File: src/cps3_div.sv
// ----------------------------------------------------------------------------
// Pipelined restoring divider
// One quotient bit per stage; accepts a new operand pair each cycle.
// Carries a side payload alongside. Stalls with the global enable.
// ----------------------------------------------------------------------------
module cps3_div #(
    parameter int NB = 8,
    parameter int QB = 4,
    parameter int PB = 8
) (
    input  logic          i_clk,
    input  logic          i_rst_n,
    input  logic          i_en,
    input  logic          i_valid,
    input  logic [NB-1:0] i_num,
    input  logic [NB-1:0] i_den,
    input  logic [PB-1:0] i_pay,
    output logic          o_valid,
    output logic [QB-1:0] o_quo,
    output logic [PB-1:0] o_pay
);

    logic [NB-1:0] r_rem [QB];
    logic [NB-1:0] r_den [QB];
    logic [QB-1:0] r_quo [QB];
    logic [PB-1:0] r_pay [QB];
    logic          r_vld [QB];

    for (genvar k = 0; k < QB; k++) begin : g_stage
        localparam int SH = QB - 1 - k;
        logic [NB-1:0]    w_rem;
        logic [NB-1:0]    w_den;
        logic [QB-1:0]    w_quo;
        logic [PB-1:0]    w_pay;
        logic             w_vld;
        logic [NB+QB-1:0] n_trial;
        logic             n_fit;
        if (k == 0) begin : g_src
            assign w_rem = i_num;
            assign w_den = i_den;
            assign w_quo = '0;
            assign w_pay = i_pay;
            assign w_vld = i_valid;
        end else begin : g_src
            assign w_rem = r_rem[k-1];
            assign w_den = r_den[k-1];
            assign w_quo = r_quo[k-1];
            assign w_pay = r_pay[k-1];
            assign w_vld = r_vld[k-1];
        end
        always_comb begin
            n_trial = {{QB{1'b0}}, w_den} << SH;
            n_fit   = {{QB{1'b0}}, w_rem} >= n_trial;
        end
        always_ff @(posedge i_clk) begin
            if (!i_rst_n) begin
                r_vld[k] <= 1'b0;
            end else if (i_en) begin
                r_vld[k] <= w_vld;
            end
            if (i_en) begin
                r_rem[k] <= n_fit ? w_rem - n_trial[NB-1:0] : w_rem;
                r_den[k] <= w_den;
                r_quo[k] <= w_quo | (QB'(n_fit) << SH);
                r_pay[k] <= w_pay;
            end
        end
    end

    assign o_valid = r_vld[QB-1];
    assign o_quo   = r_quo[QB-1];
    assign o_pay   = r_pay[QB-1];

endmodule

File: config.mk
export PLATFORM = sky130hd
export DESIGN_NAME = cps3_div
export DESIGN_NICKNAME = d
export VERILOG_FILES = /design/src/cps3_div.sv
export SDC_FILE = /design/constraint.sdc
export NUM_CORES = 1
export LEC_CHECK = 0
export BUFFER_PORTS_ARGS = -buffer_cell sky130_fd_sc_hd__buf_2
export CAP_MARGIN = 20
export CELL_PAD_IN_SITES_DETAIL_PLACEMENT = 2
export CELL_PAD_IN_SITES_GLOBAL_PLACEMENT = 2
export CORE_AREA = 2 2 107 109
export DETAILED_ROUTE_END_ITERATION = 7
export DIE_AREA = 0 0 109 111
export PLACE_DENSITY = 0.8
export SYNTH_ARGS = -nofsm -noshare
export SYNTH_HDL_FRONTEND = slang
export SYNTH_SLANG_ARGS = --single-unit
File: constraint.sdc
create_clock -name i_clk -period 5.95 [get_ports i_clk]
set_clock_uncertainty 0.2 [all_clocks]
set_input_delay 1.19 -clock i_clk [delete_from_list [all_inputs] [get_ports i_clk]]
set_output_delay 1.19 -clock i_clk [all_outputs]
set_load 0.1 [all_outputs]
==> impl_metrics.toml, run 1 <==
[cts]
cts_buffers = 9
cts_setup_buffers = 0
cts_root_buf = "clkbuf_16"
clk_path_buf_depth = 2
hold_buffers = 0
clk_latency_ns = 0.34
cts.sinks = 94
ctsResizeCount = 0
cts_tree = "yes"
cts.clk_slew.worst_paths_ns = 0.06
htree_levels = 3

[outcome]
status = "finished, final reports clean"

[synthesis]
synth-seq-area-share = 0.691
synth_ff_type = "edfxtp_1"
synthCells = 264
yosysWarnings = 0
ys_seq_elements = 94
syn_nets = 321
synthArstFlopShare = 0
synth_area_um2 = 4070
ys_types = 40
synth_edf_count = 93
syn_avg_cell_area_um2 = 15.4

[worst_setup_path]
arrival_ns = 3.00
crit_chain = "buf_2 -> inv_1 -> ha_1 -> fa_1 -> nor2b_1 -> o21ai_0 -> nand2b_1 -> o311ai_4 -> mux2_2"
worst_setup_path_end_kind = "register"
crit_fanout = 5
worstSetupPathType = "input pin to register"
max_stage_delay_ns = 0.45
cp-start-kind = "input pin"
cp_slowest_cell = "o311ai_4"
crit_required_ns = 5.84
cp_top_family = "compound AO/OA/AOI/OAI gates"
worst-path-buf-inv = 2

[detailed_routing]
postRouteAntennaNets = 0
drc_errors = 0
routed_via_density = 4.89
wl_per_cell_um = 18.5
vias = 2263
drtPass1Iterations = 4
wl_um = 8570
drtIter0Drc = 80

[global_routing]
grt_use_total = 0.157
antenna_found_initial = 0
first_global_vias = 2572
grt_pass1_wl_um = 13700
grt_overflow = 0
grt_max_degree = 57

[sta]
drv_slew = 0
slew_headroom = 0.534
min_period_ns = 3.11
fin_crit_sh = 0.522
setup_viol = 0
tightest_slew_ns = 0.699
hold_violations = 0
rsz0062_at_grt = "no"
fin_tns_setup_ns = 0
max_freq_ghz = 0.322

[final_layout]
antenna_cells = 0
drive_gt1_frac = 0.203
regArea_um2 = 2810
syn2layout_area_growth_pct = 16.4
multi_input_area_um2 = 1110
n_fill_cell = 1088
final_common_cell = "edfxtp_1"
layout_common_cells = "edfxtp_1, buf_2, inv_1, ha_1, o21ai_0"
nNetsFinal = 372
final_cells = 463

[power_and_ir_drop]
ir_worst_vdd_mv = 0.143
leakagePower_nw = 1.92
power.density_nw_per_um2 = 336

[floorplanning]
start_util = 0.367
ios = 41
dieArea_um2 = 12100
rows = 39
die_h_um = 111
core_um2 = 11100
die_x_um = 109

[placement]
gp_congestion = 0.748
post-place-cells = 447
dp_hpwl_um = 6570
port_buffers = 40

[run]
max-cap-violations = 0

[worst_hold_path]
hold_class = "register to register"
[logic make-up after synthesis]
| group | count (synthesis) | synth area share |
|---|---|---|
| muxes | 12 | 0.0341 |
| AOI/OAI and AO/OA | 43 | 0.0726 |
| and+or+nand+nor | 42 | 0.0557 |
| adders and majority gates | 29 | 0.0947 |
| xor gates and xnor gates | 7 | 0.0151 |
| DFF | 94 | 0.691 |
| buffers and inverters | 37 | 0.0363 |
[per-layer routing]
metal  up-vias  part of all wire  track usage
li1       1070                 -            -
met2        53              0.55        0.281
met3        19             0.030       0.0329
met4         0             0.042       0.0855
met5         -                 0            0
met1      1121              0.38        0.167
[cells in the mapped netlist (all sizes together), types with 4 or more instances]
| cell type | instances | area, µm² |
|---|---|---|
| a21oi | 10 | 50.1 |
| nand2 | 8 | 30.0 |
| mux2 | 6 | 78.8 |
| nand2b | 7 | 43.8 |
| o21ai | 12 | 60.1 |
| mux2i | 6 | 60.1 |
| nor2 | 8 | 30.0 |
| ha | 26 | 325 |
| edfxtp | 93 | 2790 |
| inv | 35 | 131 |
| a21o | 4 | 30.0 |
| xnor2 | 6 | 52.6 |
| nor2b | 5 | 31.3 |
[worst paths after layout]
check                    from     endpoint  slack, ns  cells after the start
hold / removal    r_pay[2][7]  r_pay[3][7]       0.22                      0
setup / recovery     i_num[3]  r_rem[0][6]       2.84                      9
setup reg to reg  r_den[1][0]  r_rem[2][6]       3.15                      7
hold reg to reg   r_pay[2][7]  r_pay[3][7]       0.22                      0
[where the power goes]
part,switching (W),total (W),internal (W)
registers,0.0000240,0.000815,0.000791
logic,0.000149,0.000231,0.0000823
clock network,0.000245,0.000544,0.000299
total,0.000418,0.00159,0.00117
[registers in the layout, summed over array words and instances (netlist names)]
name   count
r_pay     32
r_den     24
r_rem     24
r_quo     10
r_vld      4
[layout make-up]
type                    instances  share of cell area
inverters                      35              0.0277
multi-input cells             133               0.234
flip-flops and latches         94               0.594
well taps                     143              0.0378
clock inverters                 5             0.00925
clock buffers                  11              0.0513
repair buffers                 42              0.0460
[metrics by stage]
stage	total power, W	cell area (µm²)	setup WS, ns	hold slack, ns	util
global placement	0.00103	4450	2.63	0.201	0.402
detailed placement	0.00106	4450	2.47	0.207	0.402
CTS	0.00161	4730	2.84	0.225	0.427
finish	0.00159	4730	2.84	0.222	0.427
global route	0.00166	4730	2.71	0.227	0.427
floorplan	0.000978	4070	2.85	0.200	-
[worst reg2reg max path, stage by stage, from the launching register on]
cell and delay, ns:
edfxtp_1 0.39, ha_1 0.24, fa_1 0.42, nand2b_1 0.20
a21oi_1 0.24, o31a_1 0.49, inv_1 0.13, o31ai_1 0.30
Power figures use the tool's default switching activity.
==> inputs of run 2 (changes only) <==
- clock period: 5.95 -> 2.9 ns (I/O delays scaled with it)
==> run 2 against run 1 <==
- non-clock buffer count increased by 5
- design area increased by 1.7%
- critical path depth increased by 1
- combinational power increased by 110%
- global-route usage increased by 0.32 points
- via count increased by 1.4%
- setup slack got worse by 2.7 ns
- sequential share of layout area decreased by 1.0 points
- worst hold slack got worse by 0.019 ns
- flip-flop and latch count unchanged
- critical endpoint is now r_rem[1][5]
- largest cell class unchanged
- highest routed layer unchanged
==> impl_metrics.toml, run 2 (synthesized netlist as in run 1, its figures left out) <==
[sta]
max_freq_ghz = 0.363
tightest_slew_ns = 0.514
fin_crit_sh = 0.949
rsz0062_at_grt = "no"
setup_ws_ns = 0.148
slew_headroom = 0.657
min_period_ns = 2.75
setup_viol = 0
hold_violations = 0
drv_slew = 0
fin_tns_setup_ns = 0

[power_and_ir_drop]
p_seq_frac = 0.488
swShare = 0.253
p_comb_frac = 0.140
ir_worst_vdd_mv = 0.349
p_clk_frac = 0.371
p_switching_w = 0.000864
power.density_nw_per_um2 = 711
leakagePower_nw = 1.98
total_power_w = 0.00342
internal_power_w = 0.00256

[floorplanning]
die_x_um = 109
core_um2 = 11100
ios = 41
rows = 39
die_h_um = 111
start_util = 0.367
dieArea_um2 = 12100

[cts]
clk_latency_ns = 0.35
cts.sinks = 94
cts.clk_slew.worst_paths_ns = 0.07
cts_buffers = 9
cts_root_buf = "clkbuf_16"
cts_tree = "yes"
hold_buffers = 0
htree_levels = 3
ctsResizeCount = 0
clk_path_buf_depth = 2
cts_setup_buffers = 0

[final_layout]
utilization = 0.435
layout_common_cells = "edfxtp_1, buf_2, inv_1, ha_1, o21ai_0"
nNetsFinal = 377
syn2layout_area_growth_pct = 18.4
drive_gt1_frac = 0.216
reg.largest.list = "r_pay: 32 flops, r_den: 24 flops, r_rem: 24 flops"
antenna_cells = 0
n_fill_cell = 1066
top_register = "r_pay"
largest_reg_flops = 32
final_cells = 467
final_common_cell = "edfxtp_1"

[worst_setup_path]
worstRegToRegCells = 10
worstSetupPathType = "register to register"
r2r_slack_ns = 0.15
r2r_end = "r_rem[1][5]"
arrival_ns = 2.64
startpoint = "r_rem[0][2]"
worst_setup_path_end_kind = "register"
crit_required_ns = 2.79
cp-start-kind = "register"
r2r-start = "r_rem[0][2]"
crit_fanout = 5

[worst_hold_path]
min_from = "i_pay[4]"
holdPathEnd = "r_pay[0][4]"
hold_class = "input pin to register"
hold_depth = 1

[placement]
post-place-cells = 452
gp_congestion = 0.725
pre_cts_ws_ns = 0.175
port_buffers = 40
dp_hpwl_um = 6340

[detailed_routing]
dr_wl_met2_um = 4820
drtPass1Iterations = 3
vias = 2295
drtIter0Drc = 41
wl_um = 8520
postRouteAntennaNets = 0
wl_met1_um = 3190
wl_met3_um = 232
drc_errors = 0
highest-signal-layer = "met4"
wl_per_cell_um = 18.2
routed_via_density = 4.91

[global_routing]
first_global_vias = 2627
grt_overflow = 0
antenna_found_initial = 0
grt_use_total = 0.160
grt_max_degree = 40
grt_pass1_wl_um = 14000

[run]
max-cap-violations = 0

[outcome]
status = "finished, final reports clean"
run 2: cell types whose count changed in the layout (fill, tap and decap cells not counted), sizes merged:
cell,change
clkbuf,-2
clkinvlp,-2
buf,+5
inv,+2
bufinv,+2
clkinv,-1
run 2: per-layer routing:
| metal | global-route usage | vias up |
|---|---|---|
| met5 | 0 | - |
| met4 | 0.0855 | 0 |
| met3 | 0.0323 | 18 |
| li1 | - | 1084 |
| met2 | 0.298 | 46 |
| met1 | 0.162 | 1147 |
run 2: power groups by stage:
stage	registers (W)	logic, W	clock network [W]
after global placement	0.00169	0.000440	0
after global routing	0.00168	0.000534	0.00135
after detailed placement	0.00170	0.000477	0
after floorplan	0.00176	0.000244	0
after CTS	0.00167	0.000487	0.00131
final	0.00167	0.000480	0.00127
run 2: area by class of cell:
type,count,area [µm²],share of cell area
clock inverter,6,93.8,0.0195
clock buffer,9,225,0.0468
multi-input combinational,133,1110,0.230
timing repair buffer,47,268,0.0556
inverter,35,131,0.0273
tap,143,179,0.0371
sequential,94,2810,0.584
run 2: metrics by stage:
stage	cell area [µm²]	hold WS [ns]
after floorplan	4070	0.200
after CTS	4820	0.191
after global routing	4820	0.200
after detailed placement	4500	0.205
after global placement	4500	0.201
final	4820	0.202
run 2: worst max-delay path: stages (launching register included):
cell,delay (ns)
edfxtp_1,0.39
inv_1,0.08
ha_1,0.19
inv_1,0.07
fa_1,0.43
nand3_1,0.17
a21oi_1,0.10
o21ai_0,0.41
buf_4,0.23
a211oi_1,0.05
a21o_1,0.19
run 2: worst max-delay path by stage:
| stage | to | slack, ns |
|---|---|---|
| final | r_rem[1][5] | 0.15 |
| after global routing | r_rem[1][5] | 0.01 |
| after CTS | r_rem[1][5] | 0.13 |
| after detailed placement | r_rem[0][6] | 0.18 |
| after global placement | r_rem[0][6] | 0.28 |
| after floorplan | r_rem[0][5] | 0.41 |
